### config.mk
export PLATFORM = sky130hd
export DESIGN_NAME = tree_plru_replacement
export DESIGN_NICKNAME = d
export VERILOG_FILES = /design/src/rtl/plru_pkg.sv /design/src/rtl/plru_mem.sv /design/src/rtl/plru_tree.sv /design/src/rtl/plru_ctrl.sv /design/src/rtl/tree_plru_replacement.sv
export SDC_FILE = /design/constraint.sdc
export NUM_CORES = 1
export LEC_CHECK = 0
export ABC_CLOCK_PERIOD_IN_PS = 4370
export BUFFER_PORTS_ARGS = -buffer_cell sky130_fd_sc_hd__buf_2
export CAP_MARGIN = 0
export CORE_UTILIZATION = 60
export DETAILED_ROUTE_END_ITERATION = 16
export PLACE_DENSITY = 0.76
export SLEW_MARGIN = 20
export SYNTH_ARGS = -nofsm -noshare
export SYNTH_HDL_FRONTEND = slang
export SYNTH_SLANG_ARGS = --single-unit
### constraint.sdc
create_clock -name clock -period 4.37 [get_ports clock]
set_input_delay 0.874 -clock clock [delete_from_list [all_inputs] [get_ports clock]]
set_output_delay 0.874 -clock clock [all_outputs]
set_load 0.01 [all_outputs]
### src/rtl/plru_pkg.sv
// Shared types, codes and constants for the tree pseudo-LRU replacement block.
package plru_pkg;

   // Widths of the request and response fields.
   localparam int REQ_W = 2;
   localparam int SET_W = 6;
   localparam int WAY_W = 3;

   // Default geometry of the cache that the block serves.
   localparam int DEF_SETS = 64;
   localparam int DEF_WAYS = 8;

   // Request codes carried on req_type.
   localparam logic [REQ_W-1:0] REQ_VICTIM = 2'd0;
   localparam logic [REQ_W-1:0] REQ_FILL   = 2'd1;
   localparam logic [REQ_W-1:0] REQ_ACCESS = 2'd2;

   // Sequencer states.
   typedef enum logic [1:0] {
      ST_CLEAR,
      ST_IDLE,
      ST_EXEC
   } plru_state_type;

   // Control group passed from the sequencer to the datapath.
   typedef struct packed {
      logic busy;
      logic accept;
      logic clearing;
      logic exec;
   } plru_ctl_type;

endpackage

### src/rtl/plru_mem.sv
// Tree-bit store: one word per set, one write port and one registered read port.
module plru_mem #(
   parameter int SETS = plru_pkg::DEF_SETS,
   parameter int AW   = 6,
   parameter int DW   = 7
) (
   input  logic          clock,
   input  logic          rd_en,
   input  logic [AW-1:0] rd_addr,
   output logic [DW-1:0] rd_data,
   input  logic          wr_en,
   input  logic [AW-1:0] wr_addr,
   input  logic [DW-1:0] wr_data
);
   import plru_pkg::*;

   logic [DW-1:0] tree_mem [SETS];
   logic [DW-1:0] rd_data_ff;

   // Write port.
   always_ff @(posedge clock) begin
      if (wr_en) begin
         tree_mem[wr_addr] <= wr_data;
      end
   end

   // Registered read port.
   always_ff @(posedge clock) begin
      if (rd_en) begin
         rd_data_ff <= tree_mem[rd_addr];
      end
   end

   assign rd_data = rd_data_ff;

endmodule

### src/rtl/plru_tree.sv
// Tree walk logic: victim selection and path update for one set's tree bits.
module plru_tree #(
   parameter int WAYS = plru_pkg::DEF_WAYS
) (
   input  logic [WAYS-2:0]            bits_in,
   input  logic [plru_pkg::WAY_W-1:0] way,
   output logic [plru_pkg::WAY_W-1:0] victim_way,
   output logic [WAYS-2:0]            bits_out
);
   import plru_pkg::*;

   // Tree depth, node index width and the width used to range-check the way.
   localparam int L  = $clog2(WAYS);
   localparam int NW = (WAYS > 2) ? $clog2(WAYS - 1) : 1;
   localparam int EW = (L > WAY_W) ? L : WAY_W;

   logic [L-1:0]  vpath;
   logic [NW-1:0] v_node;
   logic [EW-1:0] way_ext;
   logic [L-1:0]  tpath;
   logic [NW-1:0] t_node;

   // Victim walk: each level's bit picks the next half, and the bits read
   // along the way spell out the victim, most significant first.
   always_comb begin
      vpath  = '0;
      v_node = '0;
      for (int k = 0; k < L; k++) begin
         v_node = NW'((1 << k) - 1) + NW'(vpath >> (L - k));
         vpath[L-1-k] = bits_in[v_node];
      end
   end

   assign victim_way = WAY_W'({{WAY_W{1'b0}}, vpath});

   // A way beyond the last one always walks right, so it lands on the last way.
   assign way_ext = EW'(way);
   assign tpath   = (way_ext > EW'(WAYS - 1)) ? L'(WAYS - 1) : L'(way_ext);

   // Touch: every node on the path is set to point away from the way.
   always_comb begin
      bits_out = bits_in;
      t_node   = '0;
      for (int k = 0; k < L; k++) begin
         t_node = NW'((1 << k) - 1) + NW'(tpath >> (L - k));
         bits_out[t_node] = ~tpath[L-1-k];
      end
   end

endmodule

### src/rtl/plru_ctrl.sv
// Sequencer: clearing pass after reset, then one read and one write-back per beat.
module plru_ctrl #(
   parameter int SETS = plru_pkg::DEF_SETS,
   parameter int AW   = 6
) (
   input  logic                   clock,
   input  logic                   reset,
   input  logic                   start,
   output plru_pkg::plru_ctl_type ctl,
   output logic [AW-1:0]          clear_addr
);
   import plru_pkg::*;

   plru_state_type state_ff, state_in;
   logic [AW-1:0]  clr_cnt_ff, clr_cnt_in;

   // State and clearing counter registers.
   always_ff @(posedge clock) begin
      if (reset) begin
         state_ff   <= ST_CLEAR;
         clr_cnt_ff <= '0;
      end else begin
         state_ff   <= state_in;
         clr_cnt_ff <= clr_cnt_in;
      end
   end

   // Next state and control outputs.
   always_comb begin
      state_in   = state_ff;
      clr_cnt_in = clr_cnt_ff;
      ctl        = '0;
      case (state_ff)
         ST_CLEAR: begin
            ctl.busy     = 1'b1;
            ctl.clearing = 1'b1;
            if (clr_cnt_ff == AW'(SETS - 1)) begin
               state_in = ST_IDLE;
            end else begin
               clr_cnt_in = AW'(clr_cnt_ff + 1'b1);
            end
         end
         ST_IDLE: begin
            if (start) begin
               ctl.accept = 1'b1;
               state_in   = ST_EXEC;
            end
         end
         ST_EXEC: begin
            ctl.busy = 1'b1;
            ctl.exec = 1'b1;
            state_in = ST_IDLE;
         end
         default: begin
            state_in = ST_IDLE;
         end
      endcase
   end

   assign clear_addr = clr_cnt_ff;

endmodule

### src/rtl/tree_plru_replacement.sv
// Top level of the tree pseudo-LRU replacement block for a set-associative cache.
//
//   Channel   Ports                                            Direction
//   request   start, busy, req_type, req_set_index, req_way,  in
//             req_hit, req_is_write
//   response  rsp_valid, rsp_victim_way                        out
//
// Each request reads the set's tree word from the memory in the accept cycle
// and, for a fill or a read hit, modifies it and writes it back in the next,
// which is held busy. A victim query's answer shows on the response ports for one cycle
// after that. After reset a clearing pass zeroes the memory word by word,
// with busy high. The receiver cannot stall responses.
module tree_plru_replacement #(
   parameter int SETS = plru_pkg::DEF_SETS,
   parameter int WAYS = plru_pkg::DEF_WAYS
) (
   input  logic                        clock,
   input  logic                        reset,
   input  logic                        start,
   output logic                        busy,
   input  logic [plru_pkg::REQ_W-1:0]  req_type,
   input  logic [plru_pkg::SET_W-1:0]  req_set_index,
   input  logic [plru_pkg::WAY_W-1:0]  req_way,
   input  logic                        req_hit,
   input  logic                        req_is_write,
   output logic                        rsp_valid,
   output logic [plru_pkg::WAY_W-1:0]  rsp_victim_way
);
   import plru_pkg::*;

   localparam int AW = (SETS > 1) ? $clog2(SETS) : 1;
   localparam int TW = WAYS - 1;

   plru_ctl_type  ctl;
   logic [AW-1:0] clear_addr;

   logic          in_range;
   logic          touch;
   logic [AW-1:0] req_addr;

   logic          query_ff, touch_ff, in_range_ff;
   logic [AW-1:0] addr_ff;
   logic [WAY_W-1:0] way_ff;

   logic [TW-1:0]    rd_bits;
   logic [TW-1:0]    new_bits;
   logic [WAY_W-1:0] victim;

   logic             mem_wr_en;
   logic [AW-1:0]    mem_wr_addr;
   logic [TW-1:0]    mem_wr_data;

   logic             rsp_valid_ff, rsp_valid_in;
   logic [WAY_W-1:0] rsp_victim_ff, rsp_victim_in;

   // Sequencer.
   plru_ctrl #(
      .SETS (SETS),
      .AW   (AW)
   ) u_ctrl (
      .clock      (clock),
      .reset      (reset),
      .start      (start),
      .ctl        (ctl),
      .clear_addr (clear_addr)
   );

   assign busy = ctl.busy;

   // Decode of the request beat.
   assign in_range = 32'(req_set_index) < 32'(SETS);
   assign req_addr = AW'(req_set_index);
   assign touch    = in_range && ((req_type == REQ_FILL) ||
                     ((req_type == REQ_ACCESS) && req_hit && !req_is_write));

   // Request registers held through the write-back cycle.
   always_ff @(posedge clock) begin
      if (reset) begin
         query_ff    <= 1'b0;
         touch_ff    <= 1'b0;
         in_range_ff <= 1'b0;
      end else if (ctl.accept) begin
         query_ff    <= (req_type == REQ_VICTIM);
         touch_ff    <= touch;
         in_range_ff <= in_range;
      end
   end

   always_ff @(posedge clock) begin
      if (ctl.accept) begin
         addr_ff <= req_addr;
         way_ff  <= req_way;
      end
   end

   // Tree-bit memory: cleared word by word after reset, then read on accept and,
   // on a fill or a read hit, written back in the following cycle.
   assign mem_wr_en   = ctl.clearing || (ctl.exec && touch_ff);
   assign mem_wr_addr = ctl.clearing ? clear_addr : addr_ff;
   assign mem_wr_data = ctl.clearing ? '0 : new_bits;

   plru_mem #(
      .SETS (SETS),
      .AW   (AW),
      .DW   (TW)
   ) u_mem (
      .clock   (clock),
      .rd_en   (ctl.accept),
      .rd_addr (req_addr),
      .rd_data (rd_bits),
      .wr_en   (mem_wr_en),
      .wr_addr (mem_wr_addr),
      .wr_data (mem_wr_data)
   );

   // Victim walk and path update on the word just read.
   plru_tree #(
      .WAYS (WAYS)
   ) u_tree (
      .bits_in    (rd_bits),
      .way        (way_ff),
      .victim_way (victim),
      .bits_out   (new_bits)
   );

   // Response register: a query out of range answers way zero.
   assign rsp_valid_in  = ctl.exec && query_ff;
   assign rsp_victim_in = in_range_ff ? victim : '0;

   always_ff @(posedge clock) begin
      if (reset) begin
         rsp_valid_ff <= 1'b0;
      end else begin
         rsp_valid_ff <= rsp_valid_in;
      end
   end

   always_ff @(posedge clock) begin
      if (rsp_valid_in) begin
         rsp_victim_ff <= rsp_victim_in;
      end
   end

   assign rsp_valid      = rsp_valid_ff;
   assign rsp_victim_way = rsp_victim_ff;

   // An accepted beat always holds the block busy for its write-back cycle.
   a_accept_then_busy: assert property (@(posedge clock) disable iff (reset)
      ctl.accept |=> (busy && ctl.exec))
      else $error("write-back cycle missing after an accepted beat");

   // A response only appears in the cycle after a write-back cycle.
   a_rsp_after_exec: assert property (@(posedge clock) disable iff (reset)
      rsp_valid |-> ($past(ctl.exec) && !busy))
      else $error("response strobe without a preceding write-back cycle");

   // The memory is only written while clearing or in a write-back cycle.
   a_write_when_busy: assert property (@(posedge clock) disable iff (reset)
      mem_wr_en |-> (ctl.clearing || ctl.exec))
      else $error("tree memory written outside clearing or write-back");

   // No request is taken while the clearing pass runs.
   a_no_accept_clear: assert property (@(posedge clock) disable iff (reset)
      ctl.clearing |-> !ctl.accept)
      else $error("request accepted during the clearing pass");

endmodule

# == Word-level counts from Yosys, hierarchy flattened ==
# Memory sizes are Yosys's and may differ from the RTL's. A register that Yosys moved wholly into a read port is not among the register bits.
# Index checks and enable logic that the tools add are counted.
# classes
add_sub_neg,5
order_cmp,7
eq_ne,7
muxes,23
n_bitwise,4
n_reduce_logical,14
# op_table
cell,count
$lt 3x4->1 const B,4
$bwmux 7,2
$mux 1,11
$mux 7,1
$add 2x2->3 const A,2
$add 6x1->6 const B,1
$bmux 1 s3,2
$demux 1 s3,2
$eq 6x6->1 const B,1
$ge 3x1->1 const B,2
$logic_and 1x1->1,6
$mux 6,1
$add 1x1->2 const A,2
$eq 2x1->1 const B,2
$eq 2x2->1 const B,2
$logic_not 2->1,2
$mux 2,2
$not 1->1,4
$pmux 2 s2,1
$reduce_and 2->1,2
$gt 3x3->1 const B,1
$mux 3,1
$logic_or 1x1->1,2
$ne 2x1->1 const B,1
3 further kinds,3
# word_totals
regBits,24
mem_bits_rw,448
input_bits,16
out_inout_bits,5
wordCells,70
mem_count,1
# mem_list
memory,depth,word_bits,read_ports,rd_ports_with_merged_regs,write_ports,line_no,source
u_mem.tree_mem,64,7,1,1,1,plru_mem.sv:17,logic [DW-1:0] tree_mem [SETS];

# == Depth between registers and ports, before layout ==
# Gate-level depths: netlist of run 1.
# depth
ltp_word,10
depth_mapped,9
depth_no_buf,6

# == Cells and area by module ==
# A second synthesis of run 1 with hierarchy kept.
# unflattened
cells_unflattened,949
area_unflattened_um2,18968.2
# by_module_without_submodules
mod,n_inst,cells_per_inst,area_per_inst_um2,seq_area_each_um2
plru_mem,1,827,17705.7,13663.1
tree_plru_replacement,1,45,655.6,440.4
plru_ctrl,1,47,427.9,160.2
plru_tree,1,30,178.9,0.0

# == Least setup slack after synthesis of run 1 ==
# No wires, ideal clock.
# synth_path
kind,register to register
startpoint,register way_ff[1]
endpoint,"memory u_mem.tree_mem[0][3], data pin"
setup_time_ns,0.548
arrival_time_ns,2.540
t_required_ns,3.822
setup_slack_ns,1.282
path_stages_with_launch,3
n_path_buf,0
synth_period_minus_slack_ns,3.088
cell_sequence,edfxtp_1 or3_1 a21oi_1
# synth_between
elab_chain_len,10
elab_cells_between_ends,19
classes_between,add/sub (2); order compare (5); mux (8); bitwise (2); reduce/logical (2)
# synth_lines
item,line_no,source
from (decl),tree_plru_replacement.sv:43,logic [WAY_W-1:0] way_ff;
from (signal assigned),tree_plru_replacement.sv:92,way_ff <= req_way;
$gt 3x3->1,plru_tree.sv:38,assign tpath = (way_ext > EW'(WAYS - 1)) ? L'(WAYS - 1) : L'(way_ext);
$mux 3 (*),plru_tree.sv:38,
$add 1x1->2,plru_tree.sv:45,t_node = NW'((1 << k) - 1) + NW'(tpath >> (L - k));
$lt 3x4->1 (implied by the code) / $ge 3x1->1 (equally long branches),plru_tree.sv:46,bits_out[t_node] = ~tpath[L-1-k];
$logic_and 1x1->1 (implied by the code),plru_tree.sv:46,
$mux 1 (implied by the code),plru_tree.sv:46,
$demux 1 s3,plru_tree.sv:46,
$bwmux 7,plru_tree.sv:46,
$bwmux 7 (*),plru_tree.sv:46,
$mux 7 (*),tree_plru_replacement.sv:100,assign mem_wr_data = ctl.clearing ? '0 : new_bits;
named net mem_wr_data[3],tree_plru_replacement.sv:51,logic [TW-1:0] mem_wr_data;
to (decl),plru_mem.sv:17,
# Mark *: on every way through the listed nets, which the timed path passes. The rest lies on a longest branch.

==> results.md, run 1 <==
- Area grow syn2layout: 10.95%
- Worst setup path class: in -> reg
- Switch share: 20.04%
- Dpl ws: a little over 900 ps
- Comb pwr share: 4.0%
- Starting Density: 61.34%
- DIE AREA: approximately 32000 um2
- Root buf cell: clkbuf_16
- Clock share of power: between 40% and 50%
- Worst-path clk slew: 60 ps
- Min cycle time layout: around 2900 ps
- CTS max path bufs: 3
- Largest cells by area after synthesis: edfxtp_1 74%, mux4_2 13%, nor2_1 2.2%
- Final ANT Viol Nets: 0
- H-tree levels: 2
- Number of diodes: 0
- PostCTS Resize Cnt: 0
- Final Util: 68.05%
- DR vias: ~9600
- XOR/XNOR Fraction of Synth Area: less than 1%
- Seq/Total Area, Yosys: 75.43%
- CTS Sinks: approximately 480
- TritonRoute pass-1 iters: 11
- Worst Tran Pin Value: 842.3 ps
- Number of max-cap violations: 0
- Internal: 7361 uW
- Post-synth EDFFs: about 470
- CP Launch Type: input pin
- DIE WIDTH: 179.5 um
- Final Max Slew Viols: 0
- Buffers added on ports: 20
- Final setup viols: 0
- Status: finished, violations left
- Avg Inst Size Synth: 19.30 um2
- Power after layout: 9206 uW
- Most common cell in the netlist: edfxtp_1
- Pwr Density: between 400 and 500 nW/um2
- Core area: 30830 um2
- # fillers: 1889
- Gr usage total: approximately 26%
- Largest net degree at the start of global routing: 65
- Total CTS buffers: 46
- HPWL after DPL: 24680 um
- Final Wtd Congestion: 0.8855
- Commonest cells post-synth: 467 x edfxtp_1, 111 x mux4_2, 111 x nor2_1
- Final WS setup: 1460 ps
- CP arrival: 3170 ps
- Die Ht: 179.5 um
- Worst-path fanout max: 24
- Final hold violations: 0
- Post-Synthesis Cell Area: 18910 um2
- Failing checks: design-rule violations
- Maximum vdd drop: 0.0003036 V
- Min-Delay Path Class: reg -> reg
- Initial antenna violation count: 1
- Yosys reg bits: 479
- Hold Worst Slack: 462.6 ps
- Post-CTS Setup Bufs: 0
- Cell Rows: 64
- Post-synth cell types: 46
- Mux contribution to synthesized area: approximately 15%
- Post-Syn Nets: about 1000
- Clock Latency Late Sink: 550 ps
- Largest family of logic cells by synthesized area: multiplexers
- Share of layout cells above drive strength 1: 21.87%
- Drt wl/cell: approximately 28 um
- Simple-Gate Fraction of Synth Area: 5.062%
- Synth Area in Compound Gates: 3.024%
- Adder-cell share of the synthesized area: 0.1323%
- Sw Pwr: roughly 1800 uW
- DRC: 3
- Sequential Power Share: 54.3%
- Worst EP required: 4630 ps
- Asr flop ratio synth: 0%
- Area leader, netlist: edfxtp_1
- Final WL: between 40000 and 50000 um
- Worst Skew: about 15 ps
- I/O pin count: 21
- Ys flop type: edfxtp_1
- Post-Syn Instances: 980
- Cts hold-fix bufs: 0
- Global-route wire length before repair: 60060 um
- Nets: 1044
- Gr ovfl total: 0
- Ys Warns: 0
- Setup_tns: 0 ps
- Critical Path End Type: flip-flop
- Period utilization: 66.58%
- Clock tree from TritonCTS: yes
- Vias per cell: 6.563
- Achievable Freq: around 340 MHz
- Pleak: 0.006526 uW
- Synth top area share: 74.16%
- Worst rel slew slack: 43.78%
- Vias in the first global route: between 9000 and 10000
- Initial DRC count: 1111
- RSZ-0062 raised after global routing: no
## worst max-delay path: stages
cell     delay (ps)
buf_2           570
buf_4           380
mux4_2          340
mux2i_1         270
o22ai_1         140
o31ai_1         430
o41ai_1         150
## power by group through the flow
stage                     clock network, uW  logic [uW]  registers [uW]
after floorplan                           0         257            5100
after global placement                    0         362            5100
after detailed placement                  0         365            5100
after CTS                              3880         368            5000
after global routing                   4040         390            5000
final                                  3830         370            5000
## cells by family (layout without fill, tap and decap cells)
group           after synthesis  after routing
buf+inv                      56            137
simple gates                213            213
compound gates               91             91
flops                       479            479
xor+xnor                      3              3
mux                         136            136
fa+ha+maj                     2              2
## registers in the layout, summed over array words and instances, names as in the netlist
register and flops:
query_ff 1, rsp_victim_way 3, touch_ff 1, u_mem.rd_data 7, rsp_valid 1, u_mem.tree_mem 448, u_ctrl.clear_addr 6, u_ctrl.state_ff 2
in_range_ff 1, addr_ff 6, way_ff 3
## through the flow
stage / std cells / cell area, um2
after floorplan: 980 / 18910
after global placement: 1373 / 19510
after detailed placement: 1373 / 19510
after CTS: 1456 / 20960
after global routing: 1457 / 20980
final: 1457 / 20980
## per-layer routing
layer	wire, um	global-route usage, %
met1	15820	36.46
met2	18860	39.13
met3	3928	5.956
met4	1478	9.448
met5	12	0
## final cells by class
type	count	area [um2]	share of cell area [%]
timing repair buffer	44	339.1	1.616
inverter	10	37.54	0.1789
multi-input combinational	445	4397	20.96
clock inverter	23	180.2	0.8588
sequential	479	14260	67.99
clock buffer	60	1267	6.041
tap	396	495.5	2.362
## cell usage in the layout, fill, tap and decap left out, drive strengths merged, types with 3 or more instances in the layout
master | netlist | layout
edfxtp | 467 | 467
mux4 | 111 | 111
nor2 | 111 | 111
clkbuf | 15 | 60
buf | 31 | 44
nand2 | 34 | 34
mux2i | 22 | 22
o22ai | 21 | 21
nor3 | 21 | 21
o21ai | 21 | 21
clkinv | 0 | 19
a21oi | 18 | 18
dfxtp | 12 | 12
inv | 10 | 10
nand2b | 9 | 9
nand3 | 8 | 8
a211oi | 8 | 8
o31ai | 6 | 6
nor2b | 5 | 5
o21a | 4 | 4
nand3b | 4 | 4
and3 | 4 | 4
a31oi | 4 | 4
o41ai | 3 | 3
mux2 | 3 | 3
or3 | 3 | 3
bufinv | 0 | 3
or2 | 3 | 3
## worst paths after layout
check	from	to	slack, ps	cells past startpoint
min reg2reg	query_ff	rsp_valid	460	2
min	query_ff	rsp_valid	460	2
max	req_set_index[2]	u_mem.rd_data[2]	1460	7
max reg2reg	u_ctrl.state_ff[1]	u_mem.tree_mem[24][3]	1570	6
Power figures use the tool's default switching activity.
==> run 2, diff against run 1 <==
Settings changed: ABC_CLOCK_PERIOD_IN_PS 4370 to 2600, CORE_UTILIZATION 60 to 56, PLACE_DENSITY 0.76 to 0.75.
Clock period 4.37 ns to 2.6 ns, I/O delays scaled along.
==> run 2 against run 1 <==
  * The flow now finishes without violations
  * Sequential power increased by 68%
  * Power up 67%
  * Utilization fell by 1.5 points
  * Register-to-register slack lost 1400 ps
  * Clock skew shrank 3.4 ps
  * First-iteration DRC count increased by 5.6%
  * Count of clock-buffer cells in the layout is 1 lower
  * Non-clock buffer count increased by 97
  * Critical endpoint is now u_mem.tree_mem[1][3]
==> results.md, run 2 (synthesized netlist as in run 1, its figures left out) <==
- DIE WIDTH: 185.8 um (was 179.5 um)
- TritonRoute pass-1 iters: 5 (was 11)
- WP buf/inv: 2 (unchanged)
- Final Util: 66.53% (was 68.05%)
- Largest register by flop count: u_mem.tree_mem (unchanged)
- Final Max Slew Viols: 0 (unchanged)
- Initial antenna violation count: 1 (unchanged)
- Gr usage total: 25.34% (was 25.53%)
- Most used routing layer: met2 (unchanged)
- Starting Density: 57.53% (was 61.34%)
- Top delay family on crit path: simple AND/OR/NAND/NOR gates (was buffers and inverters)
- Most common cell after layout, fill and taps aside: edfxtp_1 (unchanged)
- Initial DRC count: 1173 (was 1111)
- Most frequent CP cell: buf_4
- DIE AREA: 34500 um2 (was 32230 um2)
- Worst EP required: 2850 ps (was 4630 ps)
- Maximum vdd drop: 0.0004060 V (was 0.0003036 V)
- Share of layout cells above drive strength 1: 28.36% (was 21.87%)
- DR vias: 10010 (was 9562)
- Core area: 32870 um2 (was 30830 um2)
- Final setup viols: 0 (unchanged)
- Achievable Freq: 408.0 MHz
- Period utilization: 94.26%
- Min cycle time layout: between 2000 and 2500 ps
- Final Wtd Congestion: 0.8689 (was 0.8855)
- Critical R2R Launch: u_ctrl.state_ff[1] (unchanged)
- Pleak: 0.007047 uW (was 0.006526 uW)
- Global-route wire length before repair: 62670 um (was 60060 um)
- Min-Delay Path Class: in -> reg (was reg -> reg)
- CTS Sinks: 479 (unchanged)
- CTS max path bufs: 3 (unchanged)
- Cell Rows: 66 (was 64)
- Root buf cell: clkbuf_16 (unchanged)
- Power after layout: 15330 uW (was 9206 uW)
- DP Cell Count: 1517 (was 1373)
- Worst Skew: 11.91 ps (was 15.27 ps)
- CP arrival: 2700 ps (was 3170 ps)
- Post-CTS Setup Bufs: 0 (unchanged)
- Hold Crit Endpoint: way_ff[2] (was rsp_valid)
- Worst r2r dst: u_mem.tree_mem[1][3] (was u_mem.tree_mem[24][3])
- Vias per cell: 6.244 (was 6.563)
- Die Ht: 185.8 um (was 179.5 um)
- Nets: 1142 (was 1044)
- Number of max-cap violations: 0 (unchanged)
- Worst-path fanout max: 10 (was 24)
- Final Non-Filler Cells: 1603 (was 1457)
- CP Launch Type: flip-flop (was input pin)
- Critical Path End Type: flip-flop (unchanged)
- Clock tree from TritonCTS: yes (unchanged)
- Worst setup path class: reg -> reg (was in -> reg)
- H-tree levels: 2 (unchanged)
- Grt met2 use: 40.31% (was 39.13%)
- Reg2Reg Setup Slack: 150 ps (was 1570 ps)
- Most frequent cells in the layout: 467 x edfxtp_1, 111 x mux4_2, 107 x buf_4, 104 x nor2_1, 49 x clkbuf_16 (was 467 x edfxtp_1, 111 x mux4_2, 105 x nor2_1, 49 x clkbuf_16, 34 x nand2_1)
- Placed instance area: 20460 um2 (was 19510 um2)
- Pwr Density: 701.2 nW/um2 (was 438.8 nW/um2)
- I/O pin count: 21 (unchanged)
- M1 GR Usage: 35.84% (was 36.46%)
- Slowest CP cell: dfxtp_1 (was buf_2)
- Hold depth: 1 (was 2)
- Buffers added on ports: 20 (unchanged)
- HPWL after DPL: 26440 um (was 24680 um)
- Total CTS buffers: 47 (was 46)
- Drt wl/cell: 25.91 um (was 27.52 um)
- RSZ-0062 raised after global routing: no (unchanged)
- Area grow syn2layout: 15.63% (was 10.95%)
- Setup_tns: 0 ps (unchanged)
- Max FFs per register: 448 (unchanged)
- Worst r2r path cells: 7 (was 6)
- Worst hold start: req_way[2] (was query_ff)
- Largest net degree at the start of global routing: 65 (unchanged)
- Final Cell Area: 21860 um2 (was 20980 um2)
- Final WL: 41530 um (was 40100 um)
- Status: finished, final reports clean (was finished, violations left)
- Final ANT Viol Nets: 0 (unchanged)
- Worst-path clk slew: 60 ps (about the same)
- Worst rel slew slack: 29.62% (was 43.78%)
- Worst Tran Pin Value: 1053 ps (was 842.3 ps)
- Met3 Use GR: 4.559% (was 5.956%)
- Critical path, cell by cell: or2_1 -> buf_4 -> or3_1 -> o31ai_1 -> nand2_1 -> nor2_1 -> buf_4 (was buf_2 -> buf_4 -> mux4_2 -> mux2i_1 -> o22ai_1 -> o31ai_1 -> o41ai_1)
- Final hold violations: 0 (unchanged)
- Vias in the first global route: 10050 (was 9574)
- Gr ovfl total: 0 (unchanged)
- CP max stage delay: 410 ps (was 570 ps)
- DRC: 0 (was 3)
- Clock Latency Late Sink: 550 ps (about the same)
[run 2: worst max path at each step]
stage / cells after the start / slack, ps / endpoint / from
6_report: 7 / 150 / u_mem.tree_mem[1][3] / u_ctrl.state_ff[1]
5_1_grt: 5 / 20 / u_mem.tree_mem[53][0] / u_ctrl.state_ff[1]
4_1_cts: 5 / 140 / u_mem.tree_mem[49][6] / u_ctrl.state_ff[0]
3_5_place_dp: 8 / -180 / u_mem.rd_data[4] / req_set_index[0]
3_3_place_gp: 8 / -170 / u_mem.rd_data[4] / req_set_index[0]
2_1_floorplan: 2 / -490 / u_mem.tree_mem[0][3] / way_ff[1]
[run 2: power by group]
part / internal (uW) / leakage, uW / switching, uW
registers: 8400 / 0.00424 / 14.8
logic: 323 / 0.00211 / 374
clock network: 3520 / 0.000691 / 2700
total: 12200 / 0.00705 / 3090
[run 2: cell type report]
type                       count  area (um2)
antenna                        1       2.502
fill                        2107       11000
inverter                      10       37.54
tap                          442       553.0
multi-input combinational    445        4399
sequential                   479       14260
clock inverter                26       140.1
timing repair buffer         141        1205
clock buffer                  59        1264
[run 2: stage by stage]
step / setup slack, ps / hold WS [ps]
floorplan: -488.1 / 438.8
global placement: -165.3 / 457.0
detailed placement: -180.7 / 471.6
CTS: 144.2 / 137.2
global route: 24.18 / 144.8
finish: 149.3 / 152.3
[run 2: what timing repair did]
| action | in CTS | in global routing |
|---|---|---|
| hold buffers | 0 | 0 |
| gates resized for setup | 0 | 1 |
| setup endpoints to repair | 0 | 5 |
[run 2: per-layer routing]
metal | vias up | part of all wire, %
met5 | - | 0
met2 | 522 | 48
met1 | 5118 | 40
met3 | 91 | 8.9
met4 | 0 | 3.1
li1 | 4278 | -
